### src/sv/can_id_rule_matcher_unit_macros.svh
// Assertion macros used by the CAN identifier rule matcher datapath.
`ifndef CAN_ID_RULE_MATCHER_UNIT_MACROS_SVH
`define CAN_ID_RULE_MATCHER_UNIT_MACROS_SVH

// Checks that the consequent holds in the same cycle as the antecedent.
`define CIRM_ASSERT_SAME(lbl, clk, rstn, ante, cons) \
  lbl: assert property (@(posedge clk) disable iff (!rstn) (ante) |-> (cons)) \
    else $error("same-cycle check failed");

// Checks that the consequent holds in the cycle after the antecedent.
`define CIRM_ASSERT_NEXT(lbl, clk, rstn, ante, cons) \
  lbl: assert property (@(posedge clk) disable iff (!rstn) (ante) |=> (cons)) \
    else $error("next-cycle check failed");

`endif

### src/sv/cirm_pkg.sv
// Types, codes and match function shared by the CAN identifier rule matcher.
package cirm_pkg;

  // Opcode of an input transfer.
  localparam logic OpAppend   = 1'b0;
  localparam logic OpClassify = 1'b1;

  // Rule match modes.
  localparam logic [1:0] ModeExact = 2'd0;
  localparam logic [1:0] ModeNode  = 2'd1;
  localparam logic [1:0] ModeFunc  = 2'd2;

  // Identifier masks used by the match modes.
  localparam logic [10:0] NodeMask  = 11'h07F;
  localparam int unsigned FuncShift = 7;
  localparam logic [3:0]  FuncMask  = 4'hF;

  // Result status codes.
  typedef enum logic [2:0] {
    StatAdded    = 3'd0,
    StatFull     = 3'd1,
    StatMatched  = 3'd2,
    StatDefault  = 3'd3,
    StatExtended = 3'd4
  } status_e;

  // Commands from the controller to the datapath.
  typedef struct packed {
    logic    load;    // capture the input fields
    logic    append;  // write the captured rule at the end of the table
    logic    issue;   // read the next rule of the scan
    logic    emit;    // present a result for one cycle
    status_e status;  // status of the emitted result
  } cirm_cmd_t;

  // Status from the datapath to the controller.
  typedef struct packed {
    logic is_classify;  // captured opcode asks for a classification
    logic extended;     // captured frame is extended
    logic empty;        // no rules stored
    logic full;         // table holds the maximum number of rules
    logic more;         // rules remain to be read in this scan
    logic hit;          // rule checked this cycle matches the frame
    logic last_checked; // rule checked this cycle is the final stored rule
  } cirm_sts_t;

  // Returns true when a frame id matches a rule id under the given mode.
  function automatic logic rule_hits(logic [10:0] fid, logic [10:0] rid, logic [1:0] mode);
    logic res;
    case (mode)
      ModeExact: res = (fid == rid);
      ModeNode:  res = (((fid & NodeMask) & rid) == fid);
      ModeFunc:  res = ((4'(fid >> FuncShift) & FuncMask) == (4'(rid >> FuncShift) & FuncMask));
      default:   res = 1'b0;
    endcase
    return res;
  endfunction

endpackage

### src/sv/can_id_rule_matcher_unit.sv
// Top level of the CAN identifier rule matcher: controller and datapath.
// Takes one command when start is high and busy is low. An append command stores a rule at the
// end of the table, or reports a full table; a classify command rejects an extended frame or
// walks the stored rules in order and reports the first match or the default outcome. Every
// command gives exactly one result, shown on status_o and match_index_o for one cycle while
// done_o is high; the receiver must take it then, as it is not held. Appends, extended frames
// and classifies on an empty table are answered from the dispatch state; any other classify
// scans the stored rules, read from the rule table one rule per cycle, and stops at the first
// match or after the final stored rule.
module can_id_rule_matcher_unit
  import cirm_pkg::*;
#(
  parameter int unsigned MAX_RULES = 16
) (
  input  logic        clk_i,
  input  logic        rst_ni,
  input  logic        start,
  output logic        busy,
  input  logic        opcode_i,
  input  logic [10:0] rule_id_i,
  input  logic [1:0]  rule_mode_i,
  input  logic [10:0] frame_id_i,
  input  logic        frame_extended_i,
  output logic        done_o,
  output logic [2:0]  status_o,
  output logic [3:0]  match_index_o
);

  cirm_cmd_t cmd;
  cirm_sts_t sts;

  // Sequencing of each transfer.
  cirm_ctrl u_ctrl (
    .clk_i  (clk_i),
    .rst_ni (rst_ni),
    .start  (start),
    .sts_i  (sts),
    .busy   (busy),
    .cmd_o  (cmd)
  );

  // Rule table, match logic and result register.
  cirm_datapath #(
    .MAX_RULES (MAX_RULES)
  ) u_datapath (
    .clk_i            (clk_i),
    .rst_ni           (rst_ni),
    .cmd_i            (cmd),
    .opcode_i         (opcode_i),
    .rule_id_i        (rule_id_i),
    .rule_mode_i      (rule_mode_i),
    .frame_id_i       (frame_id_i),
    .frame_extended_i (frame_extended_i),
    .sts_o            (sts),
    .done_o           (done_o),
    .status_o         (status_o),
    .match_index_o    (match_index_o)
  );

endmodule

### src/sv/cirm_ctrl.sv
// Controller state machine of the CAN identifier rule matcher.
module cirm_ctrl
  import cirm_pkg::*;
(
  input  logic      clk_i,
  input  logic      rst_ni,
  input  logic      start,
  input  cirm_sts_t sts_i,
  output logic      busy,
  output cirm_cmd_t cmd_o
);

  typedef enum logic [2:0] {
    StIdle     = 3'b001,
    StDispatch = 3'b010,
    StScan     = 3'b100
  } state_e;

  state_e state_q, state_d;

  // Next state and command decode.
  always_comb begin
    state_d       = state_q;
    cmd_o         = '0;
    cmd_o.status  = StatDefault;
    busy          = 1'b1;
    unique case (state_q)
      StIdle: begin
        busy = 1'b0;
        if (start) begin
          cmd_o.load = 1'b1;
          state_d    = StDispatch;
        end
      end
      StDispatch: begin
        if (!sts_i.is_classify) begin
          cmd_o.emit   = 1'b1;
          cmd_o.append = !sts_i.full;
          cmd_o.status = sts_i.full ? StatFull : StatAdded;
          state_d      = StIdle;
        end else if (sts_i.extended) begin
          cmd_o.emit   = 1'b1;
          cmd_o.status = StatExtended;
          state_d      = StIdle;
        end else if (sts_i.empty) begin
          cmd_o.emit   = 1'b1;
          cmd_o.status = StatDefault;
          state_d      = StIdle;
        end else begin
          cmd_o.issue = 1'b1;
          state_d     = StScan;
        end
      end
      StScan: begin
        if (sts_i.hit) begin
          cmd_o.emit   = 1'b1;
          cmd_o.status = StatMatched;
          state_d      = StIdle;
        end else if (sts_i.last_checked) begin
          cmd_o.emit   = 1'b1;
          cmd_o.status = StatDefault;
          state_d      = StIdle;
        end else begin
          cmd_o.issue = sts_i.more;
        end
      end
      default: begin
        state_d = StIdle;
      end
    endcase
  end

  // State register.
  always_ff @(posedge clk_i or negedge rst_ni) begin
    if (!rst_ni) begin
      state_q <= StIdle;
    end else begin
      state_q <= state_d;
    end
  end

endmodule

### src/sv/cirm_datapath.sv
// Datapath of the CAN identifier rule matcher: rule table, scan pointer and result register.
module cirm_datapath
  import cirm_pkg::*;
#(
  parameter int unsigned MAX_RULES = 16
) (
  input  logic        clk_i,
  input  logic        rst_ni,
  input  cirm_cmd_t   cmd_i,
  input  logic        opcode_i,
  input  logic [10:0] rule_id_i,
  input  logic [1:0]  rule_mode_i,
  input  logic [10:0] frame_id_i,
  input  logic        frame_extended_i,
  output cirm_sts_t   sts_o,
  output logic        done_o,
  output logic [2:0]  status_o,
  output logic [3:0]  match_index_o
);

  `include "can_id_rule_matcher_unit_macros.svh"

  localparam int unsigned IW = (MAX_RULES > 1) ? $clog2(MAX_RULES) : 1;
  localparam int unsigned CW = $clog2(MAX_RULES + 1);
  localparam logic [CW-1:0] MaxCount = CW'(MAX_RULES);

  // Rule table.
  logic [10:0] ids_mem   [MAX_RULES];
  logic [1:0]  modes_mem [MAX_RULES];

  // Captured input fields.
  logic        op_q;
  logic [10:0] rule_id_q;
  logic [1:0]  rule_mode_q;
  logic [10:0] frame_id_q;
  logic        ext_q;

  logic [CW-1:0] count_q;
  logic [CW-1:0] issue_idx_q;
  logic [IW-1:0] chk_idx_q;
  logic          chk_vld_q;
  logic [10:0]   rd_id_q;
  logic [1:0]    rd_mode_q;

  logic          done_q;
  status_e       status_q;
  logic [3:0]    index_q;

  logic          hit;

  // Capture the fields of an accepted transfer.
  always_ff @(posedge clk_i) begin
    if (cmd_i.load) begin
      op_q        <= opcode_i;
      rule_id_q   <= rule_id_i;
      rule_mode_q <= rule_mode_i;
      frame_id_q  <= frame_id_i;
      ext_q       <= frame_extended_i;
    end
  end

  // Table write at the current fill level.
  always_ff @(posedge clk_i) begin
    if (cmd_i.append) begin
      ids_mem[count_q[IW-1:0]]   <= rule_id_q;
      modes_mem[count_q[IW-1:0]] <= rule_mode_q;
    end
  end

  // Registered table read for the scan.
  always_ff @(posedge clk_i) begin
    if (cmd_i.issue) begin
      rd_id_q   <= ids_mem[issue_idx_q[IW-1:0]];
      rd_mode_q <= modes_mem[issue_idx_q[IW-1:0]];
      chk_idx_q <= issue_idx_q[IW-1:0];
    end
  end

  // Fill count and scan pointers.
  always_ff @(posedge clk_i or negedge rst_ni) begin
    if (!rst_ni) begin
      count_q     <= '0;
      issue_idx_q <= '0;
      chk_vld_q   <= 1'b0;
    end else begin
      if (cmd_i.append) begin
        count_q <= count_q + 1'b1;
      end
      if (cmd_i.load) begin
        issue_idx_q <= '0;
      end else if (cmd_i.issue) begin
        issue_idx_q <= issue_idx_q + 1'b1;
      end
      chk_vld_q <= cmd_i.issue;
    end
  end

  // Match test on the rule read in the previous cycle.
  assign hit = chk_vld_q && rule_hits(frame_id_q, rd_id_q, rd_mode_q);

  always_comb begin
    sts_o.is_classify  = (op_q == OpClassify);
    sts_o.extended     = ext_q;
    sts_o.empty        = (count_q == '0);
    sts_o.full         = (count_q == MaxCount);
    sts_o.more         = (issue_idx_q < count_q);
    sts_o.hit          = hit;
    sts_o.last_checked = chk_vld_q && ((CW'(chk_idx_q) + 1'b1) == count_q);
  end

  // Result register, shown for one cycle per transfer.
  always_ff @(posedge clk_i or negedge rst_ni) begin
    if (!rst_ni) begin
      done_q <= 1'b0;
    end else begin
      done_q <= cmd_i.emit;
    end
  end

  always_ff @(posedge clk_i) begin
    if (cmd_i.emit) begin
      status_q <= cmd_i.status;
      index_q  <= (cmd_i.status == StatMatched) ? 4'(chk_idx_q) : 4'd0;
    end
  end

  assign done_o        = done_q;
  assign status_o      = status_q;
  assign match_index_o = index_q;

  // The fill count never passes the table size.
  `CIRM_ASSERT_SAME(a_count_bound, clk_i, rst_ni, 1'b1, count_q <= MaxCount)
  // An append with room grows the table by exactly one rule.
  `CIRM_ASSERT_NEXT(a_append_grows, clk_i, rst_ni, cmd_i.append && !sts_o.full,
                    count_q == $past(count_q) + 1'b1)
  // Only a matched result carries a nonzero index.
  `CIRM_ASSERT_SAME(a_index_zero, clk_i, rst_ni, done_q && (status_q != StatMatched),
                    index_q == 4'd0)
  // A rule under test always lies within the filled part of the table.
  `CIRM_ASSERT_SAME(a_check_in_range, clk_i, rst_ni, chk_vld_q, CW'(chk_idx_q) < count_q)

endmodule

### config.mk
export PLATFORM = sky130hd
export DESIGN_NAME = can_id_rule_matcher_unit
export DESIGN_NICKNAME = d
export VERILOG_FILES = /design/src/sv/cirm_pkg.sv /design/src/sv/can_id_rule_matcher_unit.sv /design/src/sv/cirm_ctrl.sv /design/src/sv/cirm_datapath.sv
export VERILOG_INCLUDE_DIRS = /design/src /design/src/sv
export SDC_FILE = /design/constraint.sdc
export NUM_CORES = 1
export LEC_CHECK = 0
export ABC_CLOCK_PERIOD_IN_PS = 4900
export BUFFER_PORTS_ARGS = -buffer_cell sky130_fd_sc_hd__buf_2
export CAP_MARGIN = 25
export CELL_PAD_IN_SITES_DETAIL_PLACEMENT = 1
export CELL_PAD_IN_SITES_GLOBAL_PLACEMENT = 1
export CORE_UTILIZATION = 35
export CTS_BUF_LIST = sky130_fd_sc_hd__clkbuf_4 sky130_fd_sc_hd__clkbuf_8 sky130_fd_sc_hd__clkbuf_16
export DETAILED_ROUTE_END_ITERATION = 6
export HOLD_SLACK_MARGIN = 0.12
export PLACE_DENSITY = 0.56
export SLEW_MARGIN = 20
export SYNTH_ARGS = -nofsm -noshare
export SYNTH_HDL_FRONTEND = slang
export SYNTH_SLANG_ARGS = --single-unit
### constraint.sdc
create_clock -name clk_i -period 4.9 [get_ports clk_i]
set_input_delay 0.245 -clock clk_i [delete_from_list [all_inputs] [get_ports clk_i]]
set_output_delay 0.245 -clock clk_i [all_outputs]
set_load 0.05 [all_outputs]
# ---- Word level (Yosys, flattened, before mapping)
# Memory sizes are Yosys's and may differ from the RTL's. A register that Yosys moved wholly into a read port is not among the register bits.
# Index checks and enable logic that the tools add are counted.
dict set report totals {
  register_bits 52
  ram_bits 208
  out_inout_bits 9
  wordCells 69
  memories 2
}
# name words word_bits read_ports rd_clocked_by_memory_dff write_ports line_no
set memory_table {}
lappend memory_table {u_datapath.ids_mem 16 11 1 1 1 cirm_datapath.sv:28} ;# logic [10:0] ids_mem [MAX_RULES];
lappend memory_table {u_datapath.modes_mem 16 2 1 1 1 cirm_datapath.sv:29} ;# logic [1:0] modes_mem [MAX_RULES];
dict set report classes {
  add_sub_neg 3
  order_cmp 1
  n_eq_ne 13
  n_mux 29
  bitwise_logic 1
  n_reduce_logical 7
}
# op n
set op_table {}
lappend op_table {{$eq A11 B11 Y1} 2}
lappend op_table {{$mux W4} 5}
lappend op_table {{$mux W3} 6}
lappend op_table {{$mux W1} 13}
lappend op_table {{$and A7 B11 Y11} 1}
lappend op_table {{$add A5 B1 Y5 const B} 2}
lappend op_table {{$mux W5} 2}
lappend op_table {{$pmux W5 S2} 1}
lappend op_table {{$pmux W3 S3} 1}
lappend op_table {{$eq A3 B2 Y1 const B} 2}
lappend op_table {{$add A4 B1 Y5 const B} 1}
lappend op_table {{$eq A5 B5 Y1} 1}
lappend op_table {{$eq A5 B5 Y1 const B} 1}
lappend op_table {{$logic_not A5 Y1} 1}
lappend op_table {{$lt A5 B5 Y1} 1}
lappend op_table {{$eq A4 B4 Y1} 1}
lappend op_table {{$eq A3 B1 Y1 const B} 1}
lappend op_table {{$eq A3 B3 Y1 const B} 1}
lappend op_table {{$ne A3 B2 Y1 const B} 1}
lappend op_table {{$pmux W1 S3} 1}
lappend op_table {{$eq A2 B1 Y1 const B} 1}
lappend op_table {{$eq A2 B2 Y1 const B} 1}
lappend op_table {{$logic_and A1 B1 Y1} 2}
lappend op_table {{$logic_not A2 Y1} 1}
lappend op_table {{other kinds (4)} 4}

# ---- Longest topological paths before layout
# Gate-level depths: netlist (run 1).
dict set report logic_depth {
  ltp_word 8
  depth_mapped 8
  ltp_nobuf 8
}

# ---- Modules after synthesis
# From an unflattened synthesis (run 1), not the netlist that was laid out.
dict set report unflattened {
  hier_cells 509
  hier_area_um2 10779.1
}
# mod instances cells_each area_per_inst_um2 seq_area_each_um2
set by_module_without_submodules {}
lappend by_module_without_submodules {cirm_datapath 1 481 10538.9 8047.7}
lappend by_module_without_submodules {cirm_ctrl 1 28 240.2 76.3}

# ---- Worst setup path after synthesis (run 1)
# No wires, ideal clock.
dict set report synth_path {
  path_type {flip-flop to flip-flop}
  start {register u_datapath.count_q[2]}
  end {memory u_datapath.ids_mem[3][0], enable pin}
  setup_ns 0.400
  arrival_ns 2.392
  t_required_ns 4.500
  path_slack_ns 2.108
  stages_incl_launch_ff 6
  path_buffers 1
  period_less_slack_ns 2.792
  cell_sequence {dfrtp_1 -> clkbuf_1 -> nor2_1 -> a311oi_2 -> nand2_1 -> nor3_1}
}
dict set report synth_between {
  elab_chain_len 6
}
# element line_no
set synth_lines {}
lappend synth_lines {{start, declared} cirm_datapath.sv:38} ;# logic [CW-1:0] count_q;
lappend synth_lines {{start signal, assigned} cirm_datapath.sv:87} ;# count_q <= count_q + 1'b1;
lappend synth_lines {{$eq A5 B5 Y1} cirm_datapath.sv:105} ;# sts_o.full = (count_q == MaxCount);
lappend synth_lines {{$logic_not A1 Y1} cirm_ctrl.sv:38} ;# cmd_o.append = !sts_i.full;
lappend synth_lines {{$mux W1} cirm_ctrl.sv:36} ;# if (!sts_i.is_classify) begin
lappend synth_lines {{$mux W1} cirm_ctrl.sv:27} ;# unique case (state_q)
lappend synth_lines {{$mux W1} cirm_datapath.sv:64} ;# if (cmd_i.append) begin
lappend synth_lines {{$mux W1 (not written as such)} cirm_datapath.sv:65} ;# ids_mem[count_q[IW-1:0]] <= rule_id_q;
lappend synth_lines {{end, declared} cirm_datapath.sv:28}
# Parallel ways exist; a longest one is shown, timed or not.

# ---- Final worst setup path (run 1)
dict set report layout_path {
  start {register u_datapath.count_q[0]}
  end {memory u_datapath.ids_mem[7][3], enable pin}
}
# The elaborated chain is that of the path after synthesis.

==> flow_summary.ini, run 1 <==
[outcome]
outcome = complete, no violations

[detailed_routing]
totalWireLength_mm = 24.6
drt_iter0_markers = 388
drc_errors = 0
viasPerCell = 5.08
drt-pass1-iter-count = 4
antenna_left = 0
wire_per_inst_um = 24.0
vias = 5216

[clocking]
post_cts.repair.setup_buffers = 0
cts-buffers-inserted = 29
cts_resized = 0
clkTransAtPathRegs_ns = 0.06
cts-root-buf = clkbuf_16
cts_buffer_depth = 3
cts_sinks = 273
h-tree-depth = 1
cts_tree = done
clk_latency_ns = 0.55

[yosys]
syn_inst = 514
postSynth.asyncResetShare_pct = 5.49
synth.avg_cell_area_um2 = 20.9
ys_seq_area_share_pct = 75.8
ys_ff_latch = 273
synthSimpleGateAreaFrac_pct = 4.87
synth_area_um2 = 10700
synth_warnings = 0
synth_top_family_by_area = multiplexers
synth_xor_area_share_pct = 0.654
synth_compound_area_share_pct = 2.47
yosys.area_share.adder_pct = 1.17
muxShareOfSynthArea_pct = 13.9
synth_edf_count = 258
ys_types = 52
syn-num-nets = 553
ys.flop_type = edfxtp_1

[floorplan]
dieWidth_um = 177
fp.dieArea_um2 = 31300
rows = 63
die_h_um = 177
ios = 38
coreArea_um2 = 29900
initial_core_util_pct = 35.9

[timing]
slew_headroom_pct = 36.5
final.setup.tns_ns = 0
rsz0062_at_grt = false
max_freq_mhz = 325
tightest_slew_ns = 0.943
whs_ns = 0.167
setup_viol = 0
min_period_ns = 3.08
clock_skew_ns = 0.00955
timing_hold_violations_final = 0
report.final.slew_viol_count = 0
setup_ws_ns = 1.82
timing.final.crit_share_pct = 62.8

[worst_setup_path]
r2r-start = u_datapath.count_q[0]
path_class = flip-flop to flip-flop
required_ns = 5.16
rr_endpoint = u_datapath.ids_mem[7][3]
path_max_fanout = 8
reg2reg_depth = 6
crit_path_end_kind = flip-flop
cp.arrival_ns = 3.33
r2r_setup_slack_ns = 1.82
critPathLaunchType = flip-flop

[power]
power.density_nw_per_um2 = 409
power.leakage_nw = 4.13
vdd_drop_max_mv = 0.270
total_power_mw = 5.21

[placed_design]
dp_cells = 943
port_buffers = 37
hpwl_mm = 15.0
gp_congestion = 0.790
pre_cts_ws_ns = 1.68

[finish]
insertedDiodeCount = 0
stdcell_count = 1026
num-nets-final = 652
drive_above_1_share_pct = 30.8
areaGrowthSynthToFinish_pct = 18.7

[hold_path]
hold_class = primary input to async pin

[global_routing]
grt_pass1_vias = 5677
grt_antenna_before_repair = 1
grt_max_degree = 57
grt_pass1_wl_mm = 37.5
grt_use_total_pct = 16.6
grt-ovfl-total = 0

[flow_run]
drv_cap = 0
-- state kept, by name, indices dropped and copies added (netlist names) --
| signal | cells |
|---|---|
| u_datapath.modes_mem | 32 |
| u_datapath.rd_id_q | 11 |
| u_ctrl.state_q | 3 |
| u_datapath.ids_mem | 176 |
| u_datapath.op_q | 1 |
| u_datapath.done_o | 1 |
| u_datapath.rule_id_q | 11 |
| u_datapath.ext_q | 1 |
| u_datapath.status_o | 3 |
| u_datapath.issue_idx_q | 5 |
| u_datapath.chk_vld_q | 1 |
| u_datapath.frame_id_q | 11 |
| u_datapath.chk_idx_q | 4 |
| u_datapath.rd_mode_q | 2 |
| u_datapath.rule_mode_q | 2 |
| u_datapath.count_q | 5 |
| u_datapath.match_index_o | 4 |
-- worst max path at each step --
stage / from / endpoint / cells past startpoint
2_1_floorplan: u_datapath.count_q[2] / u_datapath.ids_mem[3][0] / 5
3_3_place_gp: u_datapath.issue_idx_q[3] / u_datapath.rd_id_q[3] / 5
3_5_place_dp: u_datapath.issue_idx_q[3] / u_datapath.rd_id_q[3] / 5
4_1_cts: u_datapath.issue_idx_q[3] / u_datapath.rd_mode_q[0] / 5
5_1_grt: u_datapath.issue_idx_q[0] / u_datapath.rd_mode_q[0] / 6
6_report: u_datapath.count_q[0] / u_datapath.ids_mem[7][3] / 6
-- Yosys cell counts, types with 3 or more instances --
library cell	instances	area, µm²
inv_1	13	48.8
buf_2	7	35.0
o21ai_0	4	20.0
dfrtp_1	14	350
or2b_1	4	30.0
nand3_1	6	30.0
xnor2_1	8	70.1
or2b_2	3	26.3
edfxtp_1	258	7750
a21oi_1	8	40.0
nand2_1	18	67.6
mux4_2	65	1460
and2_1	3	18.8
nor3b_1	3	22.5
nor3_1	6	30.0
nor2_1	20	75.1
o211ai_1	3	22.5
clkbuf_1	11	41.3
nor2b_1	7	43.8
ha_1	10	125
and3_2	4	30.0
-- stage by stage --
stage | area [µm²] | util [%]
final | 12700 | 42.6
after global routing | 12700 | 42.6
after CTS | 12700 | 42.5
after detailed placement | 11500 | 38.5
after global placement | 11500 | 38.5
after floorplan | 10700 | -
-- placed cells by master, fill, tap and decap left out, types with 3 or more instances in the layout --
cell type and instances:
o21ai_0 4, edfxtp_1 258, buf_2 37, dfrtp_1 12
xnor2_1 8, or2b_2 3, clkbuf_4 3, a21oi_1 8
nand3_1 6, o211ai_1 3, clkinv_2 7, and3_2 4
clkbuf_16 29, nor2_1 20, clkinv_1 7, buf_4 20
or2b_1 4, inv_1 12, and2_1 3, dlygate4sd3_1 28
nor2b_1 7, ha_1 10, clkinvlp_4 5, mux4_2 65
nor3_2 5, nand2_1 18, nor3b_1 3
-- logic make-up after synthesis --
kind of cell / after synthesis
compound gates: 32
xor+xnor: 8
fa+ha+maj: 10
buf+inv: 31
flops: 273
mux: 67
simple gates: 93
-- repair_timing --
item | 4_1_cts | 5_1_grt
setup endpoints to repair | 0 | 0
hold buffers | 28 | 0
hold endpoints to repair | 43 | 0
-- worst max-delay path, cell delays in order (launching register included) --
cell	delay, ns
dfrtp_1	0.47
inv_1	0.13
ha_1	0.27
a311oi_2	0.56
nand2_1	0.27
nor2_1	0.78
buf_4	0.30
-- report_power, final --
part	internal (mW)	switching [mW]
clock network	1.21	0.892
registers	2.65	0.103
logic	0.160	0.196
total	4.02	1.19
-- cell type report --
cell class / count / area (µm²)
Fill cell: 2830 / 17200
Sequential cell: 273 / 8130
Multi-Input combinational cell: 210 / 2490
Clock buffer: 32 / 748
Timing Repair Buffer: 86 / 643
Tap cell: 390 / 488
Clock inverter: 22 / 173
Inverter: 13 / 48.8
-- metal layers --
layer / share of wire (%) / GRT usage [%]
met1: 46 / 23.7
met2: 48 / 27.1
met3: 4.4 / 2.21
met4: 1.7 / 3.56
met5: 0 / 0
Note: power is estimated with default switching activity, not from simulation.
==> run 2, diff against run 1 <==
--- a/config.mk
+++ b/config.mk
@@ -6,7 +6,7 @@
 export SDC_FILE = /design/constraint.sdc
 export NUM_CORES = 1
 export LEC_CHECK = 0
-export ABC_CLOCK_PERIOD_IN_PS = 4900
+export ABC_CLOCK_PERIOD_IN_PS = 2600
 export BUFFER_PORTS_ARGS = -buffer_cell sky130_fd_sc_hd__buf_2
 export CAP_MARGIN = 25
 export CELL_PAD_IN_SITES_DETAIL_PLACEMENT = 1
@@ -15,7 +15,7 @@
 export CTS_BUF_LIST = sky130_fd_sc_hd__clkbuf_4 sky130_fd_sc_hd__clkbuf_8 sky130_fd_sc_hd__clkbuf_16
 export DETAILED_ROUTE_END_ITERATION = 6
 export HOLD_SLACK_MARGIN = 0.12
-export PLACE_DENSITY = 0.56
+export PLACE_DENSITY = 0.58
 export SLEW_MARGIN = 20
 export SYNTH_ARGS = -nofsm -noshare
 export SYNTH_HDL_FRONTEND = slang
==> constraint.sdc (replaced) <==
create_clock -name clk_i -period 2.6 [get_ports clk_i]
set_input_delay 0.13 -clock clk_i [delete_from_list [all_inputs] [get_ports clk_i]]
set_output_delay 0.13 -clock clk_i [all_outputs]
set_load 0.05 [all_outputs]
==> flow_summary.ini, run 2 (synthesized netlist as in run 1, its figures left out) <==
[outcome]
outcome = complete, no violations

[detailed_routing]
wire_per_inst_um = 22.9
drc_errors = 0
drt-pass1-iter-count = 4
viasPerCell = 5.08
totalWireLength_mm = 24.0
vias = 5313
antenna_left = 0
drt_iter0_markers = 379

[worst_setup_path]
cp.arrival_ns = 2.96
rr_endpoint = u_datapath.issue_idx_q[4]
crit_path_end_kind = flip-flop
r2r_setup_slack_ns = 0.11
reg2reg_depth = 8
path_class = flip-flop to flip-flop
path_max_fanout = 8
required_ns = 3.07
critPathLaunchType = flip-flop
r2r-start = u_datapath.frame_id_q[4]

[floorplan]
ios = 38
die_h_um = 177
rows = 63
coreArea_um2 = 29900
fp.dieArea_um2 = 31300
dieWidth_um = 177
initial_core_util_pct = 35.9

[timing]
clock_skew_ns = 0.0116
rsz0062_at_grt = false
whs_ns = 0.281
timing_hold_violations_final = 0
min_period_ns = 2.49
max_freq_mhz = 402
report.final.slew_viol_count = 0
tightest_slew_ns = 0.819
timing.final.crit_share_pct = 95.7
slew_headroom_pct = 45.2
setup_viol = 0

[placed_design]
hpwl_mm = 14.9
gp_congestion = 0.766
port_buffers = 37
postPlaceCellArea_um2 = 11700

[clocking]
cts-root-buf = clkbuf_16
cts_tree = done
clk_latency_ns = 0.56
h-tree-depth = 1
cts_sinks = 273
cts-buffers-inserted = 29
cts_buffer_depth = 3
clkTransAtPathRegs_ns = 0.06

[power]
power.density_nw_per_um2 = 777
vdd_drop_max_mv = 0.510
power.leakage_nw = 4.30

[finish]
insertedDiodeCount = 0
most-common-layout-cells = edfxtp_1 (258), mux4_2 (65), buf_2 (37)
drive_above_1_share_pct = 33.7
largest_reg_flops = 176
num-nets-final = 674
seq_area_um2 = 8130
fin_area_um2 = 13000
areaGrowthSynthToFinish_pct = 21.6
multi_input_area_um2 = 2500
fillers = 2814
final_common_cell = edfxtp_1

[hold_path]
hold_class = primary input to flip-flop
min-delay-start = rule_id_i[3]
min_to = u_datapath.rule_id_q[3]
hold_depth = 2

[flow_run]
drv_cap = 0

[global_routing]
grt_pass1_vias = 5917
grt-ovfl-total = 0
grt_antenna_before_repair = 1
grt_pass1_wl_mm = 36.1
grt_max_degree = 57
grt_use_total_pct = 15.9
run 2: per-stage QoR:
stage               utilization, %  std cells  setup WS, ns  total power [mW]  setup TNS [ns]
floorplan                        -        514        -0.170              5.65           -6.64
global placement              39.2        963         0.102              5.91               0
detailed placement            39.2        963        0.0363              5.95               0
CTS                           43.5       1045        0.0291              10.2               0
global route                  43.6       1046       0.00574              10.5               0
finish                        43.6       1046         0.111              10.1               0
run 2: area by class of cell:
type,instances,area share (%)
timing repair buffer,108,6.69
clock buffer,40,6.25
multi-input combinational,210,19.2
sequential,273,62.4
clock inverter,12,1.36
tap,390,3.74
inverter,13,0.374
run 2: report_power, final:
| part | total, mW | internal (mW) | switching (mW) |
|---|---|---|---|
| Combinational | 0.753 | 0.331 | 0.422 |
| Clock | 4.23 | 2.59 | 1.64 |
| Sequential | 5.13 | 4.99 | 0.140 |
| Total | 10.1 | 7.92 | 2.20 |
run 2: worst max path at each step:
stage / from / endpoint / slack [ns] / cells after the start
after floorplan: u_datapath.count_q[2] / u_datapath.ids_mem[0][0] / -0.17 / 5
after global placement: u_datapath.frame_id_q[4] / u_datapath.rd_id_q[6] / 0.10 / 7
after detailed placement: u_datapath.frame_id_q[4] / u_datapath.rd_id_q[6] / 0.04 / 7
after CTS: u_datapath.frame_id_q[4] / u_datapath.chk_idx_q[3] / 0.03 / 7
after global routing: u_datapath.frame_id_q[4] / u_datapath.status_o[1] / 0.006 / 7
final: u_datapath.frame_id_q[4] / u_datapath.issue_idx_q[4] / 0.11 / 8
run 2: per-layer routing:
metal  part of all wire [%]  GRT usage [%]  up-vias
met1                     44           20.6     2802
met4                    3.2           5.64        0
met3                    3.2           2.41       48
met5                      0              0        -
li1                       -              -     2346
met2                     49           27.1      117
run 2: what timing repair did:
action                                  4_1_cts  5_1_grt
buffers inserted                              0        1
hold buffers                                 30        0
endpoints found under the hold margin        44        0
resized for setup                             0        6
endpoints found under the setup margin        0       26
run 2: worst max-delay path: stages (launching register included):
cell	delay (ns)
edfxtp_1	0.37
nor2b_1	0.14
or4_1	0.51
or4_4	0.51
o21ai_4	0.27
buf_6	0.15
nor4_2	0.05
o2111ai_2	0.20
mux2i_1	0.21
==> run 3, diff against run 2 <==
--- a/config.mk
+++ b/config.mk
@@ -6,7 +6,7 @@
 export SDC_FILE = /design/constraint.sdc
 export NUM_CORES = 1
 export LEC_CHECK = 0
-export ABC_CLOCK_PERIOD_IN_PS = 2600
+export ABC_CLOCK_PERIOD_IN_PS = 2900
 export BUFFER_PORTS_ARGS = -buffer_cell sky130_fd_sc_hd__buf_2
 export CAP_MARGIN = 25
 export CELL_PAD_IN_SITES_DETAIL_PLACEMENT = 1
@@ -15,7 +15,7 @@
 export CTS_BUF_LIST = sky130_fd_sc_hd__clkbuf_4 sky130_fd_sc_hd__clkbuf_8 sky130_fd_sc_hd__clkbuf_16
 export DETAILED_ROUTE_END_ITERATION = 6
 export HOLD_SLACK_MARGIN = 0.12
-export PLACE_DENSITY = 0.58
+export PLACE_DENSITY = 0.56
 export SLEW_MARGIN = 20
 export SYNTH_ARGS = -nofsm -noshare
 export SYNTH_HDL_FRONTEND = slang
==> constraint.sdc (replaced) <==
create_clock -name clk_i -period 2.9 [get_ports clk_i]
set_input_delay 0.145 -clock clk_i [delete_from_list [all_inputs] [get_ports clk_i]]
set_output_delay 0.145 -clock clk_i [all_outputs]
set_load 0.05 [all_outputs]
==> flow_summary.ini, run 3 (synthesized netlist as in run 1, its figures left out) <==
[clocking]
clk_latency_ns = 0.56
cts_hold_buf = 30
cts_buffer_depth = 3
cts_resized = 0
cts-root-buf = clkbuf_16
clkTransAtPathRegs_ns = 0.06
cts_sinks = 273
cts_tree = done
cts-buffers-inserted = 29
post_cts.repair.setup_buffers = 0
h-tree-depth = 1

[worst_setup_path]
required_ns = 3.19
cp_num_buf_inv = 2
path_class = flip-flop to flip-flop
crit_chain = nor2b_1 > or4_1 > or4_4 > o21ai_4 > buf_4 > or4_1 > nand2_1 > buf_4
r2r-start = u_datapath.frame_id_q[4]
path_max_fanout = 18
cp.arrival_ns = 2.92
crit_slowest_cell = or4_4
crit_path_end_kind = flip-flop
reg2reg_depth = 8
critPathTopFamily = simple AND/OR/NAND/NOR gates
startpoint = u_datapath.frame_id_q[4]
crit_cells = 8
critPathLaunchType = flip-flop
crit_path_max_incr_delay_ns = 0.51

[timing]
rsz0062_at_grt = false
final.setup.tns_ns = 0
slew_headroom_pct = 41.5
timing_hold_violations_final = 0
clock_skew_ns = 0.0223
report.final.slew_viol_count = 0
max_freq_mhz = 381
timing.final.crit_share_pct = 90.6
min_period_ns = 2.63
tightest_slew_ns = 0.878
setup_viol = 0

[hold_path]
hold_depth = 2
min-delay-start = rule_id_i[3]
hold_class = primary input to flip-flop

[detailed_routing]
antenna_left = 0
totalWireLength_mm = 24.5
drt-pass1-iter-count = 4
vias = 5299
wire_per_inst_um = 23.7
drt_iter0_markers = 383
drc_errors = 0
viasPerCell = 5.11

[finish]
final_common_cell = edfxtp_1
drive_above_1_share_pct = 31.2
fin_area_um2 = 12800
insertedDiodeCount = 0
fillers = 2839
largest_reg_flops = 176
num-nets-final = 665
most-common-layout-cells = edfxtp_1 (258), mux4_2 (65), buf_2 (37)
areaGrowthSynthToFinish_pct = 19.4

[flow_run]
drv_cap = 0

[placed_design]
postPlaceCellArea_um2 = 11600
port_buffers = 37
hpwl_mm = 14.5
gp_congestion = 0.770

[floorplan]
initial_core_util_pct = 35.9
dieWidth_um = 177
fp.dieArea_um2 = 31300
die_h_um = 177
coreArea_um2 = 29900
ios = 38
rows = 63

[power]
vdd_drop_max_mv = 0.489
power.density_nw_per_um2 = 685
power.leakage_nw = 4.20

[global_routing]
grt_pass1_vias = 5872
grt_antenna_before_repair = 2
grt_max_degree = 58
grt-ovfl-total = 0
grt_use_total_pct = 16.4
grt_pass1_wl_mm = 36.9

[outcome]
outcome = complete, no violations
run 3: changes by cell type in the layout (fill, tap and decap cells not counted), sizes merged:
cell | before | now
clkinvlp | 2 | 0
bufinv | 4 | 2
clkinv | 6 | 17
buf | 78 | 68
clkbuf | 40 | 34
run 3: path summary, 6_finish.rpt:
check,endpoint,slack [ns]
max,u_datapath.rd_id_q[5],0.27
min,u_datapath.rule_id_q[3],0.29
max reg2reg,u_datapath.rd_id_q[5],0.27
min reg2reg,u_datapath.issue_idx_q[4],0.50
max in group asynchronous,u_datapath.issue_idx_q[0],0.99
min in group asynchronous,u_ctrl.state_q[0],0.65
run 3: metrics by stage:
stage          instances  worst slack [ns]  util, %  power (mW)  hold WS [ns]
6_report            1037             0.273     42.8        8.77         0.290
5_1_grt             1037            0.0626     42.8        9.08         0.282
2_1_floorplan        514             0.108        -        5.06        -0.151
3_3_place_gp         954             0.315     38.8        5.29        0.0975
3_5_place_dp         954             0.257     38.8        5.32        0.0936
4_1_cts             1036             0.253     42.8        8.87         0.268
run 3: per-layer routing:
layer / track usage [%] / routed length (µm)
met5: 0 / 0
met4: 4.85 / 655
met3: 2.84 / 962
met2: 29.8 / 12700
met1: 19.9 / 10200
run 3: layout make-up:
cell class,instances,area (µm²),share of cell area [%]
inverters,13,48.8,0.381
repair buffers,99,736,5.75
clock buffers,33,756,5.90
multi-input cells,210,2490,19.5
clock inverters,19,153,1.19
well taps,390,488,3.81
flip-flops and latches,273,8130,63.5
run 3: report_power, final:
group          switching (mW)  internal (mW)  total (mW)
Clock                    1.47           2.04        3.51
Sequential              0.129           4.48        4.61
Combinational           0.369          0.283       0.652
